===== src/design/assert_macros.svh =====
// Assertion macros shared by the SHA-1 digest design.
`ifndef ASSERT_MACROS_SVH
`define ASSERT_MACROS_SVH

// Clocked assertion, disabled while reset is asserted.
`define SHA1_ASSERT(lbl, prop, msg) \
	lbl: assert property (@(posedge clk) disable iff (!arst_n) prop) \
		else $error(msg);

// Same-cycle implication, disabled while reset is asserted.
`define SHA1_ASSERT_IMPL(lbl, ante, cons, msg) \
	lbl: assert property (@(posedge clk) disable iff (!arst_n) (ante) |-> (cons)) \
		else $error(msg);

`endif


===== src/design/sha1_pkg.sv =====
// Types, constants and helper functions of the SHA-1 digest design.
`default_nettype none

package sha1_pkg;

	localparam int unsigned BLOCK_BYTES = 64;
	localparam logic [5:0] LEN_POS = 6'd56;
	localparam logic [5:0] LAST_POS = 6'd63;
	localparam logic [6:0] LAST_ROUND = 7'd79;
	localparam logic [7:0] PAD_BYTE = 8'h80;

	typedef logic [0:BLOCK_BYTES-1][7:0] sha1_block_t;
	typedef logic [0:4][31:0] sha1_chain_t;
	typedef logic [0:15][31:0] sha1_sched_t;

	typedef struct packed {
		sha1_block_t bytes;
		logic        is_last;
	} sha1_qent_t;

	localparam logic [0:3][31:0] SHA1_K = {
		32'h5a827999, 32'h6ed9eba1, 32'h8f1bbcdc, 32'hca62c1d6
	};

	localparam sha1_chain_t SHA1_IV = {
		32'h67452301, 32'hefcdab89, 32'h98badcfe, 32'h10325476, 32'hc3d2e1f0
	};

	function automatic logic [31:0] rotl1(input logic [31:0] x);
		return {x[30:0], x[31]};
	endfunction

	function automatic logic [31:0] rotl5(input logic [31:0] x);
		return {x[26:0], x[31:27]};
	endfunction

	function automatic logic [31:0] rotl30(input logic [31:0] x);
		return {x[1:0], x[31:2]};
	endfunction

endpackage

`default_nettype wire


===== src/design/sha1_stream_if.sv =====
// Valid/ready channel interfaces for message bytes and digest results.
`default_nettype none

interface sha1_msg_if;
	logic       valid;
	logic       ready;
	logic [7:0] data_byte;
	logic       has_byte;
	logic       last;

	modport source (output valid, data_byte, has_byte, last, input ready);
	modport sink (input valid, data_byte, has_byte, last, output ready);
endinterface

interface sha1_digest_if;
	logic        valid;
	logic        ready;
	logic [31:0] digest_a;
	logic [31:0] digest_b;
	logic [31:0] digest_c;
	logic [31:0] digest_d;
	logic [31:0] digest_e;

	modport source (output valid, digest_a, digest_b, digest_c, digest_d, digest_e,
		input ready);
	modport sink (input valid, digest_a, digest_b, digest_c, digest_d, digest_e,
		output ready);
endinterface

`default_nettype wire


===== src/design/sha1_front.sv =====
// Byte packer and padding generator that hands complete blocks to the queue.
`default_nettype none

module sha1_front
	import sha1_pkg::*;
(
	input  wire logic   clk,
	input  wire logic   arst_n,
	sha1_msg_if.sink    msg,
	output logic        push_valid,
	input  wire logic   push_ready,
	output sha1_qent_t  push_data
);

	typedef enum logic [3:0] {
		F_IDLE = 4'b0001,
		F_FULL = 4'b0010,
		F_PAD  = 4'b0100,
		F_LEN  = 4'b1000
	} front_state_t;

	front_state_t state_q;
	sha1_block_t  blk_q;
	sha1_block_t  pad_blk;
	sha1_block_t  len_blk;
	logic [5:0]   pos_q;
	logic [60:0]  len_q;
	logic         pad_q;
	logic [63:0]  bit_len;
	logic         acc;
	logic         fits;

	assign acc = msg.valid && msg.ready;
	assign msg.ready = (state_q == F_IDLE);
	assign bit_len = {len_q, 3'b000};
	assign fits = (pos_q < LEN_POS);

	always_comb begin
		pad_blk = '0;
		len_blk = '0;
		for (int i = 0; i < BLOCK_BYTES; i++) begin
			if (6'(i) < pos_q) begin
				pad_blk[i] = blk_q[i];
			end else if (6'(i) == pos_q) begin
				pad_blk[i] = PAD_BYTE;
			end
		end
		for (int k = 0; k < 8; k++) begin
			len_blk[56 + k] = bit_len[63 - 8 * k -: 8];
			if (fits) begin
				pad_blk[56 + k] = bit_len[63 - 8 * k -: 8];
			end
		end
	end

	always_comb begin
		push_valid = 1'b0;
		push_data.bytes = blk_q;
		push_data.is_last = 1'b0;
		unique case (state_q)
			F_IDLE: begin
			end
			F_FULL: begin
				push_valid = 1'b1;
			end
			F_PAD: begin
				push_valid = 1'b1;
				push_data.bytes = pad_blk;
				push_data.is_last = fits;
			end
			F_LEN: begin
				push_valid = 1'b1;
				push_data.bytes = len_blk;
				push_data.is_last = 1'b1;
			end
			default: begin
			end
		endcase
	end

	always_ff @(posedge clk) begin
		if (acc && msg.has_byte) begin
			blk_q[pos_q] <= msg.data_byte;
		end
	end

	always_ff @(posedge clk or negedge arst_n) begin
		if (!arst_n) begin
			state_q <= F_IDLE;
			pos_q <= '0;
			len_q <= '0;
			pad_q <= 1'b0;
		end else begin
			unique case (state_q)
				F_IDLE: begin
					if (acc) begin
						if (msg.has_byte) begin
							len_q <= len_q + 1'b1;
							pos_q <= pos_q + 1'b1;
							if (pos_q == LAST_POS) begin
								state_q <= F_FULL;
								pad_q <= msg.last;
							end else if (msg.last) begin
								state_q <= F_PAD;
							end
						end else if (msg.last) begin
							state_q <= F_PAD;
						end
					end
				end
				F_FULL: begin
					if (push_ready) begin
						state_q <= pad_q ? F_PAD : F_IDLE;
						pad_q <= 1'b0;
					end
				end
				F_PAD: begin
					if (push_ready) begin
						if (fits) begin
							state_q <= F_IDLE;
							pos_q <= '0;
							len_q <= '0;
						end else begin
							state_q <= F_LEN;
						end
					end
				end
				F_LEN: begin
					if (push_ready) begin
						state_q <= F_IDLE;
						pos_q <= '0;
						len_q <= '0;
					end
				end
				default: begin
					state_q <= F_IDLE;
				end
			endcase
		end
	end

endmodule

`default_nettype wire


===== src/design/sha1_queue.sv =====
// Short block queue between the byte packer and the compression engine.
`default_nettype none

`include "assert_macros.svh"

module sha1_queue
	import sha1_pkg::*;
#(
	parameter int unsigned DEPTH = 2
) (
	input  wire logic        clk,
	input  wire logic        arst_n,
	input  wire logic        push_valid,
	output logic             push_ready,
	input  wire sha1_qent_t  push_data,
	output logic             pop_valid,
	input  wire logic        pop_ready,
	output sha1_qent_t       pop_data
);

	localparam int unsigned PTR_W = (DEPTH > 1) ? $clog2(DEPTH) : 1;
	localparam int unsigned CNT_W = $clog2(DEPTH + 1);

	sha1_qent_t       mem_q [DEPTH];
	logic [PTR_W-1:0] wr_ptr_q;
	logic [PTR_W-1:0] rd_ptr_q;
	logic [CNT_W-1:0] cnt_q;
	logic             push_fire;
	logic             pop_fire;

	assign push_ready = (cnt_q != CNT_W'(DEPTH));
	assign pop_valid = (cnt_q != '0);
	assign pop_data = mem_q[rd_ptr_q];
	assign push_fire = push_valid && push_ready;
	assign pop_fire = pop_valid && pop_ready;

	function automatic logic [PTR_W-1:0] next_ptr(input logic [PTR_W-1:0] p);
		return (p == PTR_W'(DEPTH - 1)) ? '0 : p + 1'b1;
	endfunction

	always_ff @(posedge clk) begin
		if (push_fire) begin
			mem_q[wr_ptr_q] <= push_data;
		end
	end

	always_ff @(posedge clk or negedge arst_n) begin
		if (!arst_n) begin
			wr_ptr_q <= '0;
			rd_ptr_q <= '0;
			cnt_q <= '0;
		end else begin
			if (push_fire) begin
				wr_ptr_q <= next_ptr(wr_ptr_q);
			end
			if (pop_fire) begin
				rd_ptr_q <= next_ptr(rd_ptr_q);
			end
			if (push_fire && !pop_fire) begin
				cnt_q <= cnt_q + 1'b1;
			end else if (pop_fire && !push_fire) begin
				cnt_q <= cnt_q - 1'b1;
			end
		end
	end

	`SHA1_ASSERT(a_cnt_bound, cnt_q <= CNT_W'(DEPTH), "queue count exceeds depth")
	`SHA1_ASSERT(a_cnt_up, (push_fire && !pop_fire) |=> (cnt_q == $past(cnt_q) + 1'b1), "queue count did not grow on push")
	`SHA1_ASSERT_IMPL(a_empty_ptr, cnt_q == '0, wr_ptr_q == rd_ptr_q, "empty queue with split pointers")

endmodule

`default_nettype wire


===== src/design/sha1_back.sv =====
// Compression engine: 80 rounds per block, chaining value and digest register.
`default_nettype none

`include "assert_macros.svh"

module sha1_back
	import sha1_pkg::*;
(
	input  wire logic        clk,
	input  wire logic        arst_n,
	input  wire logic        pop_valid,
	output logic             pop_ready,
	input  wire sha1_qent_t  pop_data,
	sha1_digest_if.source    digest
);

	typedef enum logic [2:0] {
		B_IDLE  = 3'b001,
		B_ROUND = 3'b010,
		B_ADD   = 3'b100
	} back_state_t;

	back_state_t state_q;
	sha1_sched_t w_q;
	sha1_chain_t chain_q;
	sha1_chain_t sum;
	sha1_chain_t dig_q;
	logic [31:0] a_q, b_q, c_q, d_q, e_q;
	logic [6:0]  rnd_q;
	logic        last_q;
	logic        out_valid_q;
	logic [1:0]  stage;
	logic [31:0] f;
	logic [31:0] tmp;
	logic        fin_ok;
	logic        fold_last;
	logic        out_fire;

	assign pop_ready = (state_q == B_IDLE);
	assign out_fire = out_valid_q && digest.ready;
	assign fin_ok = !last_q || !out_valid_q || digest.ready;
	assign fold_last = (state_q == B_ADD) && last_q && fin_ok;

	assign digest.valid = out_valid_q;
	assign digest.digest_a = dig_q[0];
	assign digest.digest_b = dig_q[1];
	assign digest.digest_c = dig_q[2];
	assign digest.digest_d = dig_q[3];
	assign digest.digest_e = dig_q[4];

	always_comb begin
		if (rnd_q < 7'd20) begin
			stage = 2'd0;
		end else if (rnd_q < 7'd40) begin
			stage = 2'd1;
		end else if (rnd_q < 7'd60) begin
			stage = 2'd2;
		end else begin
			stage = 2'd3;
		end
		case (stage)
			2'd0: f = (b_q & c_q) | (~b_q & d_q);
			2'd2: f = (b_q & c_q) | (b_q & d_q) | (c_q & d_q);
			default: f = b_q ^ c_q ^ d_q;
		endcase
		tmp = rotl5(a_q) + f + e_q + w_q[0] + SHA1_K[stage];
	end

	assign sum[0] = chain_q[0] + a_q;
	assign sum[1] = chain_q[1] + b_q;
	assign sum[2] = chain_q[2] + c_q;
	assign sum[3] = chain_q[3] + d_q;
	assign sum[4] = chain_q[4] + e_q;

	always_ff @(posedge clk) begin
		unique case (state_q)
			B_IDLE: begin
				for (int j = 0; j < 16; j++) begin
					w_q[j] <= {pop_data.bytes[4 * j], pop_data.bytes[4 * j + 1],
						pop_data.bytes[4 * j + 2], pop_data.bytes[4 * j + 3]};
				end
				a_q <= chain_q[0];
				b_q <= chain_q[1];
				c_q <= chain_q[2];
				d_q <= chain_q[3];
				e_q <= chain_q[4];
			end
			B_ROUND: begin
				for (int j = 0; j < 15; j++) begin
					w_q[j] <= w_q[j + 1];
				end
				w_q[15] <= rotl1(w_q[13] ^ w_q[8] ^ w_q[2] ^ w_q[0]);
				e_q <= d_q;
				d_q <= c_q;
				c_q <= rotl30(b_q);
				b_q <= a_q;
				a_q <= tmp;
			end
			B_ADD: begin
				if (fin_ok && last_q) begin
					dig_q <= sum;
				end
			end
			default: begin
			end
		endcase
	end

	always_ff @(posedge clk or negedge arst_n) begin
		if (!arst_n) begin
			state_q <= B_IDLE;
			chain_q <= SHA1_IV;
			rnd_q <= '0;
			last_q <= 1'b0;
			out_valid_q <= 1'b0;
		end else begin
			if (fold_last) begin
				out_valid_q <= 1'b1;
			end else if (out_fire) begin
				out_valid_q <= 1'b0;
			end
			unique case (state_q)
				B_IDLE: begin
					if (pop_valid) begin
						state_q <= B_ROUND;
						rnd_q <= '0;
						last_q <= pop_data.is_last;
					end
				end
				B_ROUND: begin
					rnd_q <= rnd_q + 1'b1;
					if (rnd_q == LAST_ROUND) begin
						state_q <= B_ADD;
					end
				end
				B_ADD: begin
					if (fin_ok) begin
						state_q <= B_IDLE;
						if (last_q) begin
							chain_q <= SHA1_IV;
						end else begin
							chain_q <= sum;
						end
					end
				end
				default: begin
					state_q <= B_IDLE;
				end
			endcase
		end
	end

	`SHA1_ASSERT_IMPL(a_rnd_range, state_q == B_ROUND, rnd_q <= LAST_ROUND, "round count out of range")
	`SHA1_ASSERT(a_out_src, $rose(out_valid_q) |-> $past(state_q == B_ADD), "digest not from fold")
	`SHA1_ASSERT(a_chain_iv, fold_last |=> (chain_q == SHA1_IV), "chaining value not restored")

endmodule

`default_nettype wire


===== src/design/sha1_message_digest.sv =====
// Flow: a byte transaction is taken while the packer is idle; a block that fills holds off input
// until the queue takes it. The engine takes each 64-byte block through load, 80 rounds,
// and fold. The queue lets the packer take bytes of the next block while the engine works. The
// digest is registered at the fold of the final block, after any blocks still queued.
// Reset: arst_n clears control state and loads the SHA-1 initial chaining value at once.
`default_nettype none

module sha1_message_digest
	import sha1_pkg::*;
#(
	parameter int unsigned QUEUE_DEPTH = 2
) (
	input  wire logic     clk,
	input  wire logic     arst_n,
	sha1_msg_if.sink      msg,
	sha1_digest_if.source digest
);

	logic       push_valid;
	logic       push_ready;
	sha1_qent_t push_data;
	logic       pop_valid;
	logic       pop_ready;
	sha1_qent_t pop_data;

	sha1_front u_front (
		.clk        (clk),
		.arst_n     (arst_n),
		.msg        (msg),
		.push_valid (push_valid),
		.push_ready (push_ready),
		.push_data  (push_data)
	);

	sha1_queue #(
		.DEPTH (QUEUE_DEPTH)
	) u_queue (
		.clk        (clk),
		.arst_n     (arst_n),
		.push_valid (push_valid),
		.push_ready (push_ready),
		.push_data  (push_data),
		.pop_valid  (pop_valid),
		.pop_ready  (pop_ready),
		.pop_data   (pop_data)
	);

	sha1_back u_back (
		.clk       (clk),
		.arst_n    (arst_n),
		.pop_valid (pop_valid),
		.pop_ready (pop_ready),
		.pop_data  (pop_data),
		.digest    (digest)
	);

endmodule

`default_nettype wire


===== src/flat_wrapper.sv =====
// flat-port wrapper written by rule: the top's interface ports become plain ports
module sha1_message_digest_flat import sha1_pkg::*;
#(
	parameter int unsigned QUEUE_DEPTH = 2
)
  (clk, arst_n, msg_valid, msg_data_byte, msg_has_byte, msg_last, msg_ready, digest_valid, digest_digest_a, digest_digest_b, digest_digest_c, digest_digest_d, digest_digest_e, digest_ready);
  sha1_msg_if msg_i ();
  sha1_digest_if digest_i ();
  input  wire logic clk;
  input  wire logic arst_n;
  input wire logic [$bits(msg_i.valid)-1:0] msg_valid;
  input wire logic [$bits(msg_i.data_byte)-1:0] msg_data_byte;
  input wire logic [$bits(msg_i.has_byte)-1:0] msg_has_byte;
  input wire logic [$bits(msg_i.last)-1:0] msg_last;
  output wire logic [$bits(msg_i.ready)-1:0] msg_ready;
  output wire logic [$bits(digest_i.valid)-1:0] digest_valid;
  output wire logic [$bits(digest_i.digest_a)-1:0] digest_digest_a;
  output wire logic [$bits(digest_i.digest_b)-1:0] digest_digest_b;
  output wire logic [$bits(digest_i.digest_c)-1:0] digest_digest_c;
  output wire logic [$bits(digest_i.digest_d)-1:0] digest_digest_d;
  output wire logic [$bits(digest_i.digest_e)-1:0] digest_digest_e;
  input wire logic [$bits(digest_i.ready)-1:0] digest_ready;
  assign msg_i.valid = msg_valid;
  assign msg_i.data_byte = msg_data_byte;
  assign msg_i.has_byte = msg_has_byte;
  assign msg_i.last = msg_last;
  assign msg_ready = msg_i.ready;
  assign digest_valid = digest_i.valid;
  assign digest_digest_a = digest_i.digest_a;
  assign digest_digest_b = digest_i.digest_b;
  assign digest_digest_c = digest_i.digest_c;
  assign digest_digest_d = digest_i.digest_d;
  assign digest_digest_e = digest_i.digest_e;
  assign digest_i.ready = digest_ready;
  sha1_message_digest #(.QUEUE_DEPTH(QUEUE_DEPTH)) u_core (.clk(clk), .arst_n(arst_n), .msg(msg_i), .digest(digest_i));
endmodule

===== config.mk =====
export PLATFORM = sky130hd
export DESIGN_NAME = sha1_message_digest_flat
export DESIGN_NICKNAME = d
export VERILOG_FILES = /design/src/design/sha1_pkg.sv /design/src/design/sha1_stream_if.sv /design/src/design/sha1_front.sv /design/src/design/sha1_queue.sv /design/src/design/sha1_back.sv /design/src/design/sha1_message_digest.sv /design/src/flat_wrapper.sv
export VERILOG_INCLUDE_DIRS = /design/src /design/src/design
export SDC_FILE = /design/constraint.sdc
export NUM_CORES = 2
export LEC_CHECK = 0
export BUFFER_PORTS_ARGS = -buffer_cell sky130_fd_sc_hd__buf_2
export CORE_ASPECT_RATIO = 0.5
export CORE_MARGIN = 4
export CORE_UTILIZATION = 50
export CTS_CLUSTER_SIZE = 28
export DETAILED_ROUTE_END_ITERATION = 16
export HOLD_SLACK_MARGIN = 0.08
export PLACE_DENSITY = 0.66
export SKIP_LAST_GASP = 1
export SLEW_MARGIN = 20
export SYNTH_ARGS = -nofsm -noshare
export SYNTH_HDL_FRONTEND = slang
export SYNTH_HIERARCHICAL = 1
export SYNTH_SLANG_ARGS = --single-unit

===== constraint.sdc =====
create_clock -name clk -period 27 [get_ports clk]
set_input_delay 0 -clock clk [delete_from_list [all_inputs] [get_ports clk]]
set_output_delay 0 -clock clk [all_outputs]
set_load 0.01 [all_outputs]

# Yosys cells after proc, flatten, opt, wreduce, memory -nomap -nowiden
# Memories as Yosys holds them, arrays and structs flattened.
# Index checks and enable logic that the tools add are counted.
# totals
ramBits	1026
register_bits	1592
in_bits	14
mem_count	1
# mem_list
name	words	word_bits	read_ports	rd_clocked_by_memory_dff	write_ports	line_no	text
u_core.u_queue.mem_q	2	513	1	0	1	sha1_queue.sv:24	sha1_qent_t mem_q [DEPTH];
# classes
n_addsub	16
n_bitwise	15
muxes	196
reduce_logical	34
order_cmp	71
n_eq_ne	84
# op_table
cell	n
$mux 8	137
$pmux 513 s2	1
$pmux 512 s2	1
$bwmux 512	1
$pmux 32 s2	6
$mux 61	5
$add 32x32->32	9
$eq 6x6->1 const A	32
$lt 6x6->1 const A	32
$pmux 61 s3	1
$mux 160	1
$xor 32x32->32	5
$and 32x32->32	4
$eq 5x6->1 const A	16
$lt 5x6->1 const A	16
$or 32x32->32	3
$bmux 32 s2	1
$mux 32	2
$add 61x1->61 const B	1
$demux 8 s6	1
$eq 4x6->1 const A	8
$lt 4x6->1 const A	8
$mux 4	8
$not 32->32	1
other kinds (54)	116

# Depth between registers and ports, before layout
# depth
word_depth	11
ltp_mapped	23
ltp_nobuf	22

# Hierarchy
# Netlist, hierarchy kept.
# by_module_without_submodules
module	area_each_um2	cells_per_inst	seq_area_each_um2	n_inst
sha1_back	53882.9	5254	29389.4	1
sha1_queue	39230.1	1614	30909.6	1
sha1_front	24962.7	1924	17177.7	1

# Worst setup path before layout
# No wires, ideal clock.
# synth_timing
kind	register to register
from	reg u_core.u_front.state_q[0]
to	mem u_core/u_queue/mem_q[0][0] (netlist bit), enable pin
setup_slack_ns	2.920
arrival_time_ns	22.679
t_required_ns	25.599
setup_time_ns	1.401
stages_incl_launch_ff	8
cell_sequence	dfstp_2 buf_2 nor4b_4 clkbuf_1 nor3_1 inv_1 nand2_1 nor2_1
# synth_between
elab_chain_cells	6
# synth_rtl
item	line_no	text
from (decl)	sha1_front.sv:22	front_state_t state_q;
from (signal assigned)	sha1_front.sv:113	state_q <= pad_q ? F_PAD : F_IDLE;
$eq 4x4->1, or another cell as far along	sha1_front.sv:60	unique case (state_q)
$reduce_or 3->1 (no source line) (*)	n/a	
$mux 1 (*)	sha1_front.sv:60	
named net u_core.push_valid	sha1_message_digest.sv:19	logic push_valid;
$logic_and 1x1->1 (*)	sha1_queue.sv:34	assign push_fire = push_valid && push_ready;
$mux 1 (*)	sha1_queue.sv:42	if (push_fire) begin
$mux 1 (implied by the code) (*)	sha1_queue.sv:43	mem_q[wr_ptr_q] <= push_data;
to (decl)	sha1_queue.sv:24	
# Mark *: on every way through the listed nets, which the timed path passes. The rest lies on a longest branch.

# Worst setup path after layout
# layout_timing
from	reg u_core.u_back.rnd_q[3]
to	reg u_core.u_back.a_q[30], data pin
# layout_between
elab_chain_cells	11
# layout_rtl
item	line_no	text
from (decl)	sha1_back.sv:29	logic [6:0] rnd_q;
from (signal assigned)	sha1_back.sv:131	rnd_q <= rnd_q + 1'b1;
$lt 7x6->1	sha1_back.sv:56	end else if (rnd_q < 7'd60) begin
$mux 1	sha1_back.sv:56	
$mux 2	sha1_back.sv:54	end else if (rnd_q < 7'd40) begin
$mux 2 (*)	sha1_back.sv:52	if (rnd_q < 7'd20) begin
$eq 2x2->1 / $logic_not 2->1 (equally long branches)	sha1_back.sv:61	case (stage)
$pmux 32 s2	sha1_back.sv:61	
$add 32x32->32 (3 in series)	sha1_back.sv:66	tmp = rotl5(a_q) + f + e_q + w_q[0] + SHA1_K[stage];
$add 32x32->32 (*)	sha1_back.sv:66	
$pmux 32 s2 (*)	sha1_back.sv:76	unique case (state_q)
to (signal assigned)	sha1_back.sv:82	a_q <= chain_q[0];
to (signal assigned)	sha1_back.sv:97	a_q <= tmp;
to (decl)	sha1_back.sv:28	logic [31:0] a_q, b_q, c_q, d_q, e_q;
# Every way passes the cells marked *; elsewhere a longest branch is shown, timed or not. The select of a mux whose other input is x is not followed.
# A chain may end at the register's enable or synchronous reset.

==> flow_metrics.tcl <==
set metrics [dict create \
    ir_drop_uv 133 \
    avgSynthCellArea_um2 13.4 \
    min_period_ps 6880 \
    die_x_um 695 \
    grt_max_degree 165 \
    hold_path.class "primary input to register" \
    hpwl_um 195000 \
    crit_fanout 34 \
    yosys.area_share.adder_pct 4.19 \
    crit_top_cell "fa_1" \
    ant_nets 0 \
    die_area_um2 244000 \
    layout_setup_ws_ps 20120 \
    nets 9314 \
    clk_pin_slew_ps 70 \
    syn_nets 9129 \
    power_frac_clock_pct 20.5 \
    crit_type "register to register" \
    root_buffer "clkbuf_16" \
    final_hold_viol_count 0 \
    finalCritPeriodShare_pct 25.5 \
    stdcell_count 12300 \
    crit_path_end_kind "register" \
    syn-cell-area_um2 118000 \
    critPathSlowestCell "nand2_1" \
    routed_wl_um 301000 \
    ys_seq_elements 2618 \
    cp.required_ps 27570 \
    final_cell_mix "2370 x edfxtp_1, 1919 x nand2_1, 460 x mux2_4" \
    p_sw_mw 5.87 \
    ys_types 113 \
    skew_ps 91.3 \
    clk_latency_ps 890 \
    preCtsSetupSlack_ps 20310 \
    synthTopCellsByArea "edfxtp_1 60%, nand2_1 6.1%, mux2_4 5.8%" \
    synth_edf_count 2370 \
    cts_tree "built" \
    outcome "finished, final reports clean" \
    async_flop_share_pct 9.47 \
    synth_compound_area_share_pct 7.12 \
    core_um2 234000 \
    vias_per_cell 5.77 \
    syn_inst 8792 \
    dpl.cell_count 11800 \
    drv_cap 0 \
    yosys_warnings 6 \
    die_h_um 352 \
    seqPwrFrac_pct 39.9 \
    synth_ff_type "edfxtp_1" \
    crit_chain "o21ai_0 -> nand2_1 -> buf_4 -> nand2_1 -> buf_4 -> fa_1 -> fa_1 -> inv_1 -> fa_1 -> inv_1 -> ha_1 -> a21o_1 -> o21bai_1 -> a2111o_1 -> a21o_1 -> a32oi_1 -> o21ai_1 -> a41oi_1 -> mux2i_1 -> nand3_1" \
    rsz0062_at_grt "false" \
    grt-ovfl-total 0 \
    synth_top_area_share_pct 60.3 \
    tightest_slew_ps 1170 \
    critPathTopFamily "compound AO/OA/AOI/OAI gates" \
    wl_per_cell_um 24.5 \
    drv_slew 0 \
    power_density_nw_per_um2 121 \
    maxSlewHeadroom_pct 21.5 \
    comb_power_share_pct 39.5 \
    gp_congestion 0.916 \
    critPathLaunchType "register" \
    num_io_pins 176 \
    synth.yosys.seq_area_share_pct 65.6 \
    p_int_mw 9.81 \
    switching_share_pct 37.4 \
    drc 0 \
    yosys.area_share.simple_pct 11.6 \
    io_buffers 175 \
    max-clock-path-buffers 4 \
    track_usage_pct 24.2 \
    final.setup.tns_ps 0 \
    slowest_delay_ps 650 \
    grt_pass1_vias 68200 \
    syn2layout_area_growth_pct 9.70 \
    clock-sinks 2618 \
    rows 125 \
    synth_top_family_by_area "simple AND/OR/NAND/NOR gates" \
    critPathBufInv 4 \
    cp_data_arrival_time_ps 7450 \
    mostFrequentLayoutCell "edfxtp_1" \
    leakagePower_nw 49.7 \
    grt_pass1_wl_um 445000 \
    numCtsBuffers 231 \
    via_count 70900 \
    drtIter0Drc 8176 \
    cts.repair.resized 0 \
    dr.pass1.iters 6 \
    antenna_found_initial 10 \
    timing.fmax_mhz 145 \
    synth-xor-area-share_pct 2.02 \
    setup_violations 0 \
    yosys.area.top_type "edfxtp_1" \
    synthMuxAreaShare_pct 6.80 \
    initial_utilization_pct 50.6 \
    p_total_mw 15.7 \
    drive_gt1_share_pct 14.1 \
    h-tree-depth 4 \
]
[Yosys cell counts, drive strengths merged (20+ instances only)]
master	number
a21o	94
a21oi	224
a22o	142
a31oi	52
and2	314
and3	38
buf	107
clkbuf	248
dfrtp	166
dfstp	82
edfxtp	2370
fa	121
ha	202
inv	334
mux2	516
mux2i	45
nand2	1920
nand2b	37
nand3	100
nand4	43
nor2	284
nor2b	136
nor3	83
nor4	20
o211ai	34
o21a	35
o21ai	353
o21bai	31
o22a	76
o22ai	41
o31ai	23
or3	21
or4	23
xnor2	203
xor2	69
[worst paths after layout]
| check | startpoint | end | slack [ps] | depth (start not counted) |
|---|---|---|---|---|
| worst max-delay path | u_core/u_back/rnd_q[3] | u_core/u_back/a_q[30] | 20120 | 20 |
| worst min-delay path | msg_data_byte[3] | u_core/u_front/blk_q[323] | 140 | 2 |
| max in group asynchronous | arst_n | u_core/u_back/chain_q[129] | 25630 | 4 |
| worst min register to register | u_core/u_back/w_q[377] | u_core/u_back/w_q[409] | 470 | 2 |
| worst max register to register | u_core/u_back/rnd_q[3] | u_core/u_back/a_q[30] | 20120 | 20 |
| min in group asynchronous | arst_n | u_core/u_back/chain_q[144] | 530 | 3 |
[area by class of cell]
class / instances / area [um^2]
Clock inverter: 137 / 1100
Tap cell: 3111 / 3890
Timing Repair Buffer: 308 / 2070
Multi-Input combinational cell: 5482 / 37600
Antenna cell: 5 / 12.5
Sequential cell: 2618 / 77500
Fill cell: 18900 / 104000
Clock buffer: 284 / 6080
Inverter: 336 / 1260
[power groups by stage]
| stage | clock [mW] | combinational, mW | sequential [mW] |
|---|---|---|---|
| after floorplan | 0 | 4.53 | 6.77 |
| after global placement | 0 | 6.12 | 6.31 |
| after detailed placement | 0 | 6.15 | 6.33 |
| after CTS | 3.29 | 6.19 | 6.26 |
| after global routing | 3.46 | 6.83 | 6.33 |
| final | 3.22 | 6.20 | 6.26 |
[state kept, by name, summed over array words and instances, names as in the netlist, 2 cells and up]
name	cells
u_core/u_queue/mem_q	1026
u_core/u_back/w_q	512
u_core/u_front/blk_q	512
u_core/u_back/chain_q	160
u_core/u_front/len_q	61
u_core/u_back/a_q	32
u_core/u_back/b_q	32
u_core/u_back/c_q	32
u_core/u_back/d_q	32
u_core/u_back/digest.digest_a	32
u_core/u_back/digest.digest_b	32
u_core/u_back/digest.digest_c	32
u_core/u_back/digest.digest_d	32
u_core/u_back/digest.digest_e	32
u_core/u_back/e_q	32
u_core/u_back/rnd_q	7
u_core/u_front/pos_q	6
u_core/u_front/state_q	4
u_core/u_back/state_q	3
u_core/u_queue/cnt_q	2
[cells by family (layout without fill, tap and decap cells)]
| group | count (synthesis) | after routing |
|---|---|---|
| AND/OR/NAND/NOR | 3071 | 3071 |
| flip-flops | 2618 | 2618 |
| AO/OA/AOI/OAI | 1253 | 1253 |
| buffers and inverters | 692 | 1065 |
| multiplexers | 563 | 563 |
| adder cells (fa/ha/maj) | 323 | 323 |
| XOR/XNOR | 272 | 272 |
| other | 0 | 5 |
[layer usage]
layer | global-route usage, % | part of all wire (%) | vias to the layer above | wire [um]
li1 | - | - | 32000 | -
met1 | 36.2 | 45 | 35600 | 134000
met2 | 37.4 | 45 | 2877 | 135000
met3 | 3.54 | 8.0 | 444 | 24200
met4 | 6.35 | 2.7 | 0 | 8130
met5 | 0 | 0 | - | 0
[timing repair]
item,in CTS,in global routing
hold buffers,19,0
endpoints found under the hold margin,587,0
setup buffers,0,0
[stage by stage]
stage	hold slack, ps	cell area (um^2)	utilization, %
after floorplan	-296	118000	-
after global routing	139	130000	55.5
final	139	130000	55.5
after detailed placement	42.7	122000	52.3
after CTS	119	129000	55.4
after global placement	46.6	122000	52.3
Note: power is estimated with default switching activity, not from simulation.
